**src/design/assert_macros.svh**
```systemverilog
// Assertion macros shared by the palette index unpack and lookup design.
`ifndef ASSERT_MACROS_SVH
`define ASSERT_MACROS_SVH
`ifndef ASSERT_OFF
// Property must hold at every clock edge outside reset.
`define ASSERT_HOLDS(label, clk, rst, prop) \
  label: assert property (@(posedge clk) disable iff (rst) (prop)) \
    else $error("assertion failed");
// Expression must never be true outside reset.
`define ASSERT_NEVER(label, clk, rst, expr) \
  label: assert property (@(posedge clk) disable iff (rst) !(expr)) \
    else $error("assertion failed");
`else
`define ASSERT_HOLDS(label, clk, rst, prop)
`define ASSERT_NEVER(label, clk, rst, expr)
`endif
`endif

```
**src/design/piul_pkg.sv**
```systemverilog
// Shared constants and types for the palette index unpack and lookup block.
package piul_pkg;

  // Palette and row sizing.
  localparam int PALETTE_DEPTH = 256;
  localparam int MAX_WIDTH     = 16384;
  localparam int ADDR_W        = (PALETTE_DEPTH > 1) ? $clog2(PALETTE_DEPTH) : 1;
  localparam int WID_W         = $clog2(MAX_WIDTH + 1);
  localparam int COL_W         = (MAX_WIDTH > 1) ? $clog2(MAX_WIDTH) : 1;

  // Field widths fixed by the interface.
  localparam int ARGB_W  = 32;
  localparam int BYTE_W  = 8;
  localparam int SR_W    = 2;
  localparam int IW_W    = 15;
  localparam int PS_W    = 9;
  localparam int CMP_W   = (WID_W > IW_W) ? WID_W : IW_W;
  localparam int CFG_D_W = 15;

  // Command codes.
  localparam logic CMD_LOAD  = 1'b0;
  localparam logic CMD_PIXEL = 1'b1;

  // Configuration register indexes.
  typedef enum logic [1:0] {
    CFG_PACK_SHIFT     = 2'd0,
    CFG_IMAGE_WIDTH    = 2'd1,
    CFG_PALETTE_SIZE   = 2'd2
  } cfg_reg_t;

  typedef struct packed {
    logic [SR_W-1:0] pack_shift;
    logic [IW_W-1:0] image_width;
    logic [PS_W-1:0] palette_size;
  } cfg_t;

  // Per-pixel flags that travel alongside a palette read.
  typedef struct packed {
    logic hit;
    logic last;
    logic eor;
  } meta_t;

  typedef struct packed {
    logic              en;
    logic [ADDR_W-1:0] addr;
    meta_t             meta;
  } rd_req_t;

  typedef struct packed {
    logic              en;
    logic [ADDR_W-1:0] addr;
    logic [ARGB_W-1:0] data;
  } wr_req_t;

  typedef struct packed {
    logic [ARGB_W-1:0] argb;
    logic              last;
    logic              eor;
  } out_word_t;

endpackage

```
**src/design/piul_out_if.sv**
```systemverilog
// Output channel: one looked-up ARGB pixel per word.
interface piul_out_if;
  logic                        valid;
  logic                        ready;
  logic [piul_pkg::ARGB_W-1:0] argb;
  logic                        last_of_item;
  logic                        end_of_row;

  modport source (output valid, argb, last_of_item, end_of_row, input ready);
  modport sink (input valid, argb, last_of_item, end_of_row, output ready);
endinterface

```
**src/design/piul_outbuf.sv**
```systemverilog
// Output side: palette read return stage and two-word output buffer.
`include "assert_macros.svh"
module piul_outbuf (
  input  logic                          clk,
  input  logic                          rst,
  input  piul_pkg::rd_req_t             rd,
  input  logic [piul_pkg::ARGB_W-1:0]   ram_data,
  output logic                          issue_ok,
  piul_out_if.source                    pix_out
);

  logic                  s2_valid;
  piul_pkg::meta_t       s2_meta;
  piul_pkg::out_word_t   buf_q [2];
  piul_pkg::out_word_t   push_word;
  logic                  wptr;
  logic                  rptr;
  logic [1:0]            cnt;
  logic                  pop;
  logic [2:0]            occ;

  // Flags are registered with the read so that they line up with the RAM data.
  always_ff @(posedge clk) begin
    if (rst) begin
      s2_valid <= 1'b0;
    end else begin
      s2_valid <= rd.en;
    end
    if (rd.en) begin
      s2_meta <= rd.meta;
    end
  end

  // Out-of-range or unwritten entries give a zero pixel.
  always_comb begin
    push_word.argb = s2_meta.hit ? ram_data : '0;
    push_word.last = s2_meta.last;
    push_word.eor  = s2_meta.eor;
  end

  // A read may issue when the buffer will still have room for its return.
  assign pop      = pix_out.valid && pix_out.ready;
  assign occ      = {1'b0, cnt} + {2'b00, s2_valid} - {2'b00, pop};
  assign issue_ok = occ < 3'd2;

  // Two-entry buffer.
  always_ff @(posedge clk) begin
    if (rst) begin
      wptr <= 1'b0;
      rptr <= 1'b0;
      cnt  <= 2'd0;
    end else begin
      if (s2_valid) begin
        wptr <= ~wptr;
      end
      if (pop) begin
        rptr <= ~rptr;
      end
      cnt <= 2'(occ);
    end
    if (s2_valid) begin
      buf_q[wptr] <= push_word;
    end
  end

  assign pix_out.valid        = cnt != 2'd0;
  assign pix_out.argb         = buf_q[rptr].argb;
  assign pix_out.last_of_item = buf_q[rptr].last;
  assign pix_out.end_of_row   = buf_q[rptr].eor;

  `ASSERT_NEVER(a_buf_overflow, clk, rst, s2_valid && (cnt == 2'd2) && !pop)
  `ASSERT_NEVER(a_cnt_range, clk, rst, cnt == 2'd3)

endmodule
```
**src/flat_wrapper.sv**
```systemverilog
// flat-port wrapper written by rule: the top's interface ports become plain ports
module piul_outbuf_flat 
  (clk, rst, rd, ram_data, issue_ok, pix_out_valid, pix_out_argb, pix_out_last_of_item, pix_out_end_of_row, pix_out_ready);
  piul_out_if pix_out_i ();
  input  logic clk;
  input  logic rst;
  input  piul_pkg::rd_req_t rd;
  input  logic [piul_pkg::ARGB_W-1:0] ram_data;
  output logic issue_ok;
  output wire logic [$bits(pix_out_i.valid)-1:0] pix_out_valid;
  output wire logic [$bits(pix_out_i.argb)-1:0] pix_out_argb;
  output wire logic [$bits(pix_out_i.last_of_item)-1:0] pix_out_last_of_item;
  output wire logic [$bits(pix_out_i.end_of_row)-1:0] pix_out_end_of_row;
  input wire logic [$bits(pix_out_i.ready)-1:0] pix_out_ready;
  assign pix_out_valid = pix_out_i.valid;
  assign pix_out_argb = pix_out_i.argb;
  assign pix_out_last_of_item = pix_out_i.last_of_item;
  assign pix_out_end_of_row = pix_out_i.end_of_row;
  assign pix_out_i.ready = pix_out_ready;
  piul_outbuf u_core (.clk(clk), .rst(rst), .rd(rd), .ram_data(ram_data), .issue_ok(issue_ok), .pix_out(pix_out_i));
endmodule
```
**config.mk**
```make
export PLATFORM = sky130hd
export DESIGN_NAME = piul_outbuf_flat
export DESIGN_NICKNAME = d
export VERILOG_FILES = /design/src/design/piul_pkg.sv /design/src/design/piul_out_if.sv /design/src/design/piul_outbuf.sv /design/src/flat_wrapper.sv
export VERILOG_INCLUDE_DIRS = /design/src /design/src/design
export SDC_FILE = /design/constraint.sdc
export NUM_CORES = 1
export LEC_CHECK = 0
export BUFFER_PORTS_ARGS = -buffer_cell sky130_fd_sc_hd__buf_4
export CORE_MARGIN = 1
export CORE_UTILIZATION = 30
export CTS_BUF_LIST = sky130_fd_sc_hd__clkbuf_4
export DETAILED_ROUTE_END_ITERATION = 7
export SYNTH_ARGS = -nofsm -noshare
export SYNTH_HDL_FRONTEND = slang
export SYNTH_SLANG_ARGS = --single-unit
```
**constraint.sdc**
```tcl
create_clock -name clk -period 6.8 [get_ports clk]
set_input_delay 1.36 -clock clk [delete_from_list [all_inputs] [get_ports clk]]
set_output_delay 1.36 -clock clk [all_outputs]
set_load 0.05 [all_outputs]
```
==> flow_summary_export.csv <==
group,metric,value,unit
clock_tree,root_buffer,"clkbuf_4",
drt,dr.pass1.iters,4,
placement,hpwl,3.09,mm
drt,viasPerCell,4.18,
sta,fin_skew,0.0175,ns
hold_path,hold_path.class,"register to register",
drt,wl,5.10,mm
clock_tree,post_cts_buffers,0,
pwr,p_per_area,334,mW/mm^2
worst_setup_path,cp.arrival,2.90,ns
sta,slew_viol_final,0,
drt,routedWlPerCell,13.1,um
clock_tree,cts_tree,"done",
grt,met2_usage,18.6,%
pwr,totalPowerFinal,0.00128,W
worst_setup_path,cp.required,5.44,ns
worst_setup_path,slowest_stage,"fa_1",
sta,tns,0,ns
grt,overflow,0,
clock_tree,clockBufferDepth,2,
synth,synth-seq-area-share,73.6,%
drt,drt-initial-drc-count,27,
synth,synth_top_area_cell,"edfxtp_1",
synth,yosysMostFrequentCell,"edfxtp_1",
placement,port_buffers,74,
placement,place_ws,2.52,ns
synth,synth_top_area_share,69.7,%
synth,yosysUniqueCellTypes,15,
synth,synthFlopType,"edfxtp_1",
worst_setup_path,start_kind,"input pin",
synth,synth_async_sr_flop_share,0,%
pwr,swShare,37.3,%
synth,yosys-top-cells-area,"edfxtp_1 (70%), mux2_2 (13%), and2_1 (6.7%)",
worst_setup_path,critPathKind,"input pin to output port",
grt,grt-busiest-layer,"met2",
floorplanning,fp.dieH,103,um
synth,avgSynthCellArea,17.8,um^2
grt,met1_usage,11.4,%
grt,antenna_found_initial,0,
sta,fin_ws,2.54,ns
drt,drc,0,
sta,slew-limit-headroom,30.2,%
clock_tree,cts.sinks,77,
grt,grt_pass1_vias,1666,
sta,hold_viol_final,0,
finish,antennaDiodeCount,0,
worst_setup_path,end_kind,"output port",
finish,final_cells,388,
worst_setup_path,path_max_fanout,3,
synth,yosys_warnings,0,
grt,grt_pass1_wl,7.93,mm
finish,nets,300,
pwr,power_frac_clock,18.4,%
job,cap_violations,0,
drt,drtAntennaViolNets,0,
sta,period_needed,4.26,ns
pwr,p_leak,1.44,nW
finish,drive_above_1_share,50.2,%
pwr,ir_drop,0.200,mV
pwr,p_switching,0.000480,W
synth,synth_edf_count,71,
grt,grt_use_met3,3.12,%
clock_tree,worst_skew_pair.late_latency,0.41,ns
placement,gp_congestion,0.665,
grt,groute.usage.overall,10.6,%
grt,grt_max_degree,35,
pwr,internal_power,0.000805,W
finish,fin_util,39.2,%
finish,synthToLayoutAreaGrowth,25.7,%
floorplanning,coreArea,0.00982,mm^2
floorplanning,ios,83,
synth,synth-seq-cells,77,
outcome,status,"finished clean",
floorplanning,dieArea,0.0106,mm^2
sta,rsz0062_at_grt,"false",
clock_tree,numCtsBuffers,9,
worst_setup_path,slowest_delay,0.38,ns
clock_tree,clk_pin_slew,0.11,ns
floorplanning,die_w,103,um
clock_tree,cts_resized,0,
clock_tree,cts_hold_buf,0,
sta,fin_crit_sh,62.7,%
pwr,p_comb_share,35.6,%
placement,dp_cells,372,
synth,synthTopCellsByCount,"edfxtp_1 (71), mux2_2 (34), and2_1 (33)",
synth,netlist_instances,172,
drt,vias,1622,
pwr,seq_power_share,46.1,%
sta,tightest_slew,1.04,ns
floorplanning,initial_core_util,31.2,%
clock_tree,cts_max_level,3,
worst_setup_path,crit_chain,"buf_4 -> o21a_1 -> ha_1 -> inv_1 -> ha_1 -> fa_1 -> xnor2_1 -> nor2_1 -> buf_4",
sta,setup_viol,0,
synth,synth_area,0.00306,mm^2
floorplanning,num_rows,36,
synth,synth_nets,222,
sta,max_freq,235,MHz
## layout by cell type (no fill, tap or decap)
cell type / n
or2_2: 1
nor2_1: 3
dfxtp_2: 1
inv_1: 4
and2_1: 32
xnor2_1: 2
inv_4: 3
inv_6: 1
clkbuf_4: 10
buf_4: 74
and2_2: 1
mux2_2: 34
o21a_1: 1
mux2_4: 2
ha_1: 2
edfxtp_1: 71
nor2_4: 1
fa_1: 1
dfxtp_1: 5
clkinv_1: 2
nor2b_1: 4
## power by group through the flow
stage          Combinational (W)  Sequential [W]  Clock, W
5_1_grt                 0.000485        0.000601  0.000274
4_1_cts                 0.000463        0.000594  0.000253
3_5_place_dp            0.000461        0.000605         0
6_report                0.000457        0.000592  0.000236
3_3_place_gp            0.000458        0.000604         0
2_1_floorplan           0.000378        0.000568         0
## final cells by class
class | instances | area [um^2]
multi-input combinational | 84 | 744
timing repair buffer | 74 | 556
inverter | 4 | 15.0
clock buffer | 10 | 75.1
sequential | 77 | 2250
tap | 133 | 166
clock inverter | 6 | 35.0
fill | 960 | 5970
## cells by family after synthesis
kind of cell	Yosys count	synth area share (%)
AOI/OAI and AO/OA	1	0.245
muxes	36	13.5
xor gates and xnor gates	2	0.573
DFF	77	73.6
and+or+nand+nor	42	8.26
buffers and inverters	11	2.33
adders and majority gates	3	1.47
## routing by layer
metal / wire length [um] / vias to the layer above
met2: 2700 / 46
met4: 80 / 0
met5: 0 / -
li1: - / 782
met3: 190 / 9
met1: 2130 / 785
## flip-flops by register name, indices dropped and copies added, names as in the netlist, named ones only
signal	count
u_core.cnt	2
u_core.wptr	1
u_core.s2_meta	1
u_core.push_word	2
u_core.rptr	1
u_core.s2_valid	1
u_core.buf_q	68
## worst max-delay path, delay by kind of cell
kind / cells / cell delay [ns]
fa+ha+maj: 3 / 0.85
buf+inv: 3 / 0.35
compound gates: 1 / 0.14
xor+xnor: 1 / 0.13
simple gates: 1 / 0.08
## worst paths after layout
kind	end	startpoint	slack, ns	cells past startpoint
min reg2reg	u_core.buf_q[0][1]	u_core.push_word[1]	0.46	0
min	u_core.buf_q[0][1]	u_core.push_word[1]	0.46	0
max reg2reg	u_core.cnt[1]	u_core.cnt[1]	5.01	6
max	issue_ok	pix_out_ready	2.54	9
## per-stage QoR
| step | hold WS (ns) | instance area (um^2) |
|---|---|---|
| 4_1_cts | 0.465 | 3840 |
| 5_1_grt | 0.480 | 3840 |
| 3_3_place_gp | 0.423 | 3730 |
| 6_report | 0.461 | 3840 |
| 3_5_place_dp | 0.436 | 3730 |
| 2_1_floorplan | 0.421 | 3060 |
No activity file was read; power rests on OpenSTA's default activity.
