--- config.mk ---
export PLATFORM = sky130hd
export DESIGN_NAME = piul_unpack_flat
export DESIGN_NICKNAME = d
export VERILOG_FILES = /design/src/design/piul_pkg.sv /design/src/design/piul_in_if.sv /design/src/design/piul_unpack.sv /design/src/flat_wrapper.sv
export VERILOG_INCLUDE_DIRS = /design/src /design/src/design
export SDC_FILE = /design/constraint.sdc
export NUM_CORES = 1
export LEC_CHECK = 0
export BUFFER_PORTS_ARGS = -buffer_cell sky130_fd_sc_hd__buf_4
export CORE_MARGIN = 2
export CORE_UTILIZATION = 35
export DETAILED_ROUTE_END_ITERATION = 7
export GPL_TIMING_DRIVEN = 1
export SYNTH_ARGS = -nofsm -noshare
export SYNTH_HDL_FRONTEND = slang
export SYNTH_SLANG_ARGS = --single-unit
--- constraint.sdc ---
create_clock -name clk -period 4.5 [get_ports clk]
set_clock_uncertainty 0.15 [all_clocks]
set_input_delay 0.225 -clock clk [delete_from_list [all_inputs] [get_ports clk]]
set_output_delay 0.225 -clock clk [all_outputs]
set_load 0.02 [all_outputs]
--- src/design/assert_macros.svh ---
// Assertion macros shared by the palette index unpack and lookup design.
`ifndef ASSERT_MACROS_SVH
`define ASSERT_MACROS_SVH
`ifndef ASSERT_OFF
// Property must hold at every clock edge outside reset.
`define ASSERT_HOLDS(label, clk, rst, prop) \
  label: assert property (@(posedge clk) disable iff (rst) (prop)) \
    else $error("assertion failed");
// Expression must never be true outside reset.
`define ASSERT_NEVER(label, clk, rst, expr) \
  label: assert property (@(posedge clk) disable iff (rst) !(expr)) \
    else $error("assertion failed");
`else
`define ASSERT_HOLDS(label, clk, rst, prop)
`define ASSERT_NEVER(label, clk, rst, expr)
`endif
`endif

--- src/design/piul_pkg.sv ---
// Shared constants and types for the palette index unpack and lookup block.
package piul_pkg;

  // Palette and row sizing.
  localparam int PALETTE_DEPTH = 256;
  localparam int MAX_WIDTH     = 16384;
  localparam int ADDR_W        = (PALETTE_DEPTH > 1) ? $clog2(PALETTE_DEPTH) : 1;
  localparam int WID_W         = $clog2(MAX_WIDTH + 1);
  localparam int COL_W         = (MAX_WIDTH > 1) ? $clog2(MAX_WIDTH) : 1;

  // Field widths fixed by the interface.
  localparam int ARGB_W  = 32;
  localparam int BYTE_W  = 8;
  localparam int SR_W    = 2;
  localparam int IW_W    = 15;
  localparam int PS_W    = 9;
  localparam int CMP_W   = (WID_W > IW_W) ? WID_W : IW_W;
  localparam int CFG_D_W = 15;

  // Command codes.
  localparam logic CMD_LOAD  = 1'b0;
  localparam logic CMD_PIXEL = 1'b1;

  // Configuration register indexes.
  typedef enum logic [1:0] {
    CFG_PACK_SHIFT     = 2'd0,
    CFG_IMAGE_WIDTH    = 2'd1,
    CFG_PALETTE_SIZE   = 2'd2
  } cfg_reg_t;

  typedef struct packed {
    logic [SR_W-1:0] pack_shift;
    logic [IW_W-1:0] image_width;
    logic [PS_W-1:0] palette_size;
  } cfg_t;

  // Per-pixel flags that travel alongside a palette read.
  typedef struct packed {
    logic hit;
    logic last;
    logic eor;
  } meta_t;

  typedef struct packed {
    logic              en;
    logic [ADDR_W-1:0] addr;
    meta_t             meta;
  } rd_req_t;

  typedef struct packed {
    logic              en;
    logic [ADDR_W-1:0] addr;
    logic [ARGB_W-1:0] data;
  } wr_req_t;

  typedef struct packed {
    logic [ARGB_W-1:0] argb;
    logic              last;
    logic              eor;
  } out_word_t;

endpackage

--- src/design/piul_in_if.sv ---
// Input channel: palette load words and packed pixel words.
interface piul_in_if;
  logic                       valid;
  logic                       ready;
  logic                       command;
  logic [7:0]                 palette_slot;
  logic [piul_pkg::ARGB_W-1:0] palette_argb;
  logic [7:0]                 green_byte;
  logic                       frame_end;

  modport source (output valid, command, palette_slot, palette_argb, green_byte, frame_end,
                  input ready);
  modport sink (input valid, command, palette_slot, palette_argb, green_byte, frame_end,
                output ready);
endinterface

--- src/design/piul_unpack.sv ---
// Input side: palette writes, index unpacking, column counting and read issue.
`include "assert_macros.svh"
module piul_unpack (
  input  logic                clk,
  input  logic                rst,
  piul_in_if.sink             pix_in,
  input  piul_pkg::cfg_t      cfg,
  input  logic                issue_ok,
  output piul_pkg::rd_req_t   rd,
  output piul_pkg::wr_req_t   wr
);

  logic                           busy;
  logic [7:0]                     sh;
  logic [2:0]                     k;
  logic                           fe;
  logic [piul_pkg::COL_W-1:0]     col;
  logic [piul_pkg::PALETTE_DEPTH-1:0] vld;

  logic [2:0]                     kmax;
  logic [7:0]                     mask;
  logic [7:0]                     sh_next;
  logic [7:0]                     idx;
  logic [piul_pkg::CMP_W-1:0]     iw_ext;
  logic [piul_pkg::CMP_W-1:0]     width_eff;
  logic [piul_pkg::CMP_W-1:0]     col_inc;
  logic                           row_done;
  logic                           pix_last;
  logic                           issue;
  logic                           accept;
  logic                           hit;

  // Unpack geometry for the current size reduction.
  always_comb begin
    case (cfg.pack_shift)
      2'd0: begin
        kmax = 3'd0; mask = 8'hFF; sh_next = 8'h00;
      end
      2'd1: begin
        kmax = 3'd1; mask = 8'h0F; sh_next = {4'h0, sh[7:4]};
      end
      2'd2: begin
        kmax = 3'd3; mask = 8'h03; sh_next = {2'h0, sh[7:2]};
      end
      default: begin
        kmax = 3'd7; mask = 8'h01; sh_next = {1'b0, sh[7:1]};
      end
    endcase
  end

  // Row width clamped to the supported range, and end-of-row detection.
  always_comb begin
    iw_ext = piul_pkg::CMP_W'(cfg.image_width);
    if (iw_ext == '0) begin
      width_eff = piul_pkg::CMP_W'(1);
    end else if (iw_ext > piul_pkg::CMP_W'(piul_pkg::MAX_WIDTH)) begin
      width_eff = piul_pkg::CMP_W'(piul_pkg::MAX_WIDTH);
    end else begin
      width_eff = iw_ext;
    end
    col_inc  = piul_pkg::CMP_W'(col) + piul_pkg::CMP_W'(1);
    row_done = col_inc >= width_eff;
  end

  // Handshake: a new word is taken when idle or while the previous one issues its last pixel.
  assign issue        = busy && issue_ok;
  assign pix_last     = row_done || (k == kmax);
  assign pix_in.ready = !busy || (issue && pix_last);
  assign accept       = pix_in.valid && pix_in.ready;

  // Palette writes from load words; slots past the palette depth are dropped.
  assign wr.en   = accept && (pix_in.command == piul_pkg::CMD_LOAD) &&
                   ({1'b0, pix_in.palette_slot} < 9'(piul_pkg::PALETTE_DEPTH));
  assign wr.addr = piul_pkg::ADDR_W'(pix_in.palette_slot);
  assign wr.data = pix_in.palette_argb;

  // Entries never written since reset read as zero.
  always_ff @(posedge clk) begin
    if (rst) begin
      vld <= '0;
    end else if (wr.en) begin
      vld[wr.addr] <= 1'b1;
    end
  end

  // Index lookup request for the current pixel.
  always_comb begin
    idx = sh & mask;
    hit = ({1'b0, idx} < cfg.palette_size) &&
          ({1'b0, idx} < 9'(piul_pkg::PALETTE_DEPTH)) &&
          vld[piul_pkg::ADDR_W'(idx)];
    rd.en        = issue;
    rd.addr      = piul_pkg::ADDR_W'(idx);
    rd.meta.hit  = hit;
    rd.meta.last = pix_last;
    rd.meta.eor  = row_done;
  end

  // Unpack sequencer and column counter.
  always_ff @(posedge clk) begin
    if (rst) begin
      busy <= 1'b0;
      k    <= '0;
      col  <= '0;
    end else begin
      if (issue) begin
        sh <= sh_next;
        k  <= k + 3'd1;
        if (row_done || (pix_last && fe)) begin
          col <= '0;
        end else begin
          col <= piul_pkg::COL_W'(col_inc);
        end
        if (pix_last) begin
          busy <= 1'b0;
        end
      end
      if (accept && (pix_in.command == piul_pkg::CMD_PIXEL)) begin
        busy <= 1'b1;
        sh   <= pix_in.green_byte;
        k    <= '0;
        fe   <= pix_in.frame_end;
      end
    end
  end

  `ASSERT_HOLDS(a_frame_end_clears, clk, rst, (issue && pix_last && fe) |=> (col == '0))
  `ASSERT_NEVER(a_k_overrun, clk, rst, busy && (k > kmax))

endmodule

--- src/flat_wrapper.sv ---
// flat-port wrapper written by rule: the top's interface ports become plain ports
module piul_unpack_flat 
  (clk, rst, cfg, issue_ok, rd, wr, pix_in_valid, pix_in_command, pix_in_palette_slot, pix_in_palette_argb, pix_in_green_byte, pix_in_frame_end, pix_in_ready);
  piul_in_if pix_in_i ();
  input  logic clk;
  input  logic rst;
  input  piul_pkg::cfg_t cfg;
  input  logic issue_ok;
  output piul_pkg::rd_req_t rd;
  output piul_pkg::wr_req_t wr;
  input wire logic [$bits(pix_in_i.valid)-1:0] pix_in_valid;
  input wire logic [$bits(pix_in_i.command)-1:0] pix_in_command;
  input wire logic [$bits(pix_in_i.palette_slot)-1:0] pix_in_palette_slot;
  input wire logic [$bits(pix_in_i.palette_argb)-1:0] pix_in_palette_argb;
  input wire logic [$bits(pix_in_i.green_byte)-1:0] pix_in_green_byte;
  input wire logic [$bits(pix_in_i.frame_end)-1:0] pix_in_frame_end;
  output wire logic [$bits(pix_in_i.ready)-1:0] pix_in_ready;
  assign pix_in_i.valid = pix_in_valid;
  assign pix_in_i.command = pix_in_command;
  assign pix_in_i.palette_slot = pix_in_palette_slot;
  assign pix_in_i.palette_argb = pix_in_palette_argb;
  assign pix_in_i.green_byte = pix_in_green_byte;
  assign pix_in_i.frame_end = pix_in_frame_end;
  assign pix_in_ready = pix_in_i.ready;
  piul_unpack u_core (.clk(clk), .rst(rst), .pix_in(pix_in_i), .cfg(cfg), .issue_ok(issue_ok), .rd(rd), .wr(wr));
endmodule
==> metrics.csv <==
metric,value,unit
Starting Density,35.6,%
Syn Nets,1585,
Mean Syn Cell Area,8.85,um^2
fin area,0.0151,mm^2
min cycle time layout,4.26,ns
drt first-iter violations,787,
unrepaired setup endpoints after global routing,false,
Worst VDD drop,0.000273,V
cts bufs inserted,30,
vias in the first global route,10400,
CTS max path bufs,3,
drt via density,5.51,
cell count after placement,1921,
clock insertion delay at the later pin of the skew report,0.55,ns
Critical Path Slowest Stage Cell,dfxtp_4,
H-tree depth,1,
die area,0.0390,mm^2
max_cap viols,0,
final non-filler cell total,1991,
Cells after Synth,1481,
setup tns final,0,ns
Unique masters post-synth,63,
total core area,0.0368,mm^2
DRC violations left,0,
Via Count,11000,
crit end category,primary output,
area grow syn2layout,15.4,%
wire per inst,18.9,um
CTS tree,yes,
Leak,5.16,nW
share of cells above drive strength 1,15.6,%
fill cell count,3619,
final setup fails,0,
final core occ,41.1,%
die height,198,um
GRT Total Usage,19.1,%
placed cell area,0.0140,mm^2
Slew Limit Fails,0,
crit share post-route,94.7,%
routability cong.,0.847,
crit path cell chain,"ha_4, and3_1, and3_2, and3_4, and3_4, and3_2, xor2_1, ha_1, a21o_1, a21o_1, a21oi_1, o21ai_1, a21oi_2, a31oi_4, nor2b_1, buf_4",
CP peak stage delay,0.36,ns
Antenna Violating Nets Remaining,0,
relative slew slack,16.3,%
asr flop ratio synth,0,%
Pre-Repair DR Iteration Count,5,
first-pass GRT wire length,58500,um
Ports,134,
CTS Root Cell,clkbuf_16,
Tightest Hold Check Type,input port to flip-flop,
Worst-Margin Slew,1.25,ns
# clock sinks,283,
Max Fclk,235,MHz
area of the mapped netlist,0.0131,mm^2
largest net degree at the start of global routing,108,
Seq. cell area,0.00576,mm^2
multi-input logic area,0.00563,mm^2
main flop type after synthesis,dfxtp_1,
CP Max Fanout,7,
Startpoint Class,flip-flop,
Synth Warn #,0,
clock-pin slew on the worst setup and hold paths,0.06,ns
post-synthesis sequential area ratio,43.9,%
status,"finished, final reports clean",
pre-CTS setup slack,0.131,ns
required time of the critical path,4.12,ns
FP Rows,70,
worst setup margin,0.238,ns
final hold viol count,0,
Final nets,1603,
#FFs+latches synth,283,
port bufs,69,
total congestion overflow,0,
initial antenna violation count,1,
WP data arrival,3.89,ns
Die X,198,um
Final HPWL DP,25500,um
Post-synth EDFFs,9,
Power Dens Cells,360,mW/mm^2
WL final,37700,um
Crit Path Category,flip-flop to primary output,
-- synthesized netlist by cell type, types with 5 or more instances --
cell type,count,area [um^2]
a22oi_1,5,37.5
a21o_1,10,75.1
edfxtp_1,9,270
xnor2_1,5,43.8
mux4_2,51,1150
buf_4,52,390
mux2_2,7,78.8
mux2i_1,9,90.1
o22ai_1,261,1630
buf_1,10,37.5
nand2_1,142,533
o211ai_1,7,52.6
ha_1,24,300
xor2_1,9,78.8
nand2b_1,15,93.8
o21ai_0,17,85.1
nor3_1,17,85.1
buf_2,17,85.1
a31oi_1,17,106
nor4_1,6,37.5
a21oi_1,38,190
nand4_1,9,56.3
and3_1,9,56.3
nor2_1,37,139
nand3_1,18,90.1
clkbuf_1,62,233
inv_1,280,1050
nor2b_1,5,31.3
dfxtp_1,274,5490
-- per-layer routing --
layer  part of all wire (%)  GRT usage, %
met5                      0             0
met4                    2.1          4.46
met3                    8.9          3.96
met2                     44          29.8
met1                     45          27.0
-- state kept, by name (all words and copies together), names as in the netlist --
name,count
u_core.vld,256
u_core.busy,1
u_core.col,14
u_core.fe,1
u_core.sh,8
u_core.k,3
-- power by group --
part	internal, mW	leakage [nW]	switching (mW)
Combinational	0.159	2.39	0.283
Sequential	2.53	2.29	0.00868
Clock	1.49	0.483	0.985
Total	4.17	5.16	1.28
-- timing repair --
item | CTS | global route
hold endpoints to repair | 11 | 0
resized for setup | 2 | 11
buffers inserted | 1 | 0
endpoints found under the setup margin | 1 | 274
hold buffers | 13 | 0
pin swaps | 0 | 1
-- logic make-up (layout without fill, tap and decap cells) --
kind of cell / count (synthesis) / after routing / synth area share (%)
flops: 283 / 283 / 43.9
fa+ha+maj: 24 / 24 / 2.29
buf+inv: 423 / 463 / 13.8
other cells: 0 / 2 / 0
mux: 67 / 67 / 10.0
xor+xnor: 14 / 14 / 0.935
compound gates: 400 / 400 / 19.7
simple gates: 270 / 270 / 9.27
-- path summary, 6_finish.rpt --
path,start,end,slack (ns),cells after the start
max,u_core.col[1],wr[40],0.24,16
min,pix_in_command,u_core.sh[5],0.04,3
max reg2reg,u_core.col[1],u_core.sh[7],0.32,16
min reg2reg,u_core.vld[70],u_core.vld[70],0.32,2
-- layout make-up --
class	count	share of cell area, %
multi-input cells	775	37.2
flip-flops and latches	283	38.1
repair buffers	128	7.35
inverters	281	6.99
clock buffers	50	6.06
well taps	468	3.87
diodes	2	0.0331
clock inverters	4	0.463
-- cells in the final DEF, fill, tap and decap left out, types with 16 or more instances in the layout --
master	synthesis	layout
a21oi_1	38	37
a31oi_1	17	16
buf_4	52	105
clkbuf_16	0	31
dfxtp_1	274	272
ha_1	24	23
inv_1	280	280
mux4_2	51	51
nand2_1	142	142
nand3_1	18	17
nor2_1	37	37
nor3_1	17	16
o21ai_0	17	16
o22ai_1	261	261
-- stage by stage --
stage / hold WS, ns / power (mW)
after floorplan: 0.174 / 2.89
after global placement: 0.269 / 3.01
after detailed placement: 0.270 / 3.01
after CTS: 0.0111 / 5.49
after global routing: 0.0325 / 5.63
final: 0.0411 / 5.45
-- critical path: cells and delay by family (launching register included) --
| kind | cells | cell delay (ns) |
|---|---|---|
| buffers and inverters | 1 | 0.16 |
| flip-flops | 1 | 0.36 |
| adder cells (fa/ha/maj) | 2 | 0.48 |
| AO/OA/AOI/OAI | 6 | 0.96 |
| AND/OR/NAND/NOR | 6 | 1.23 |
| XOR/XNOR | 1 | 0.15 |
No activity file was read; power rests on OpenSTA's default activity.
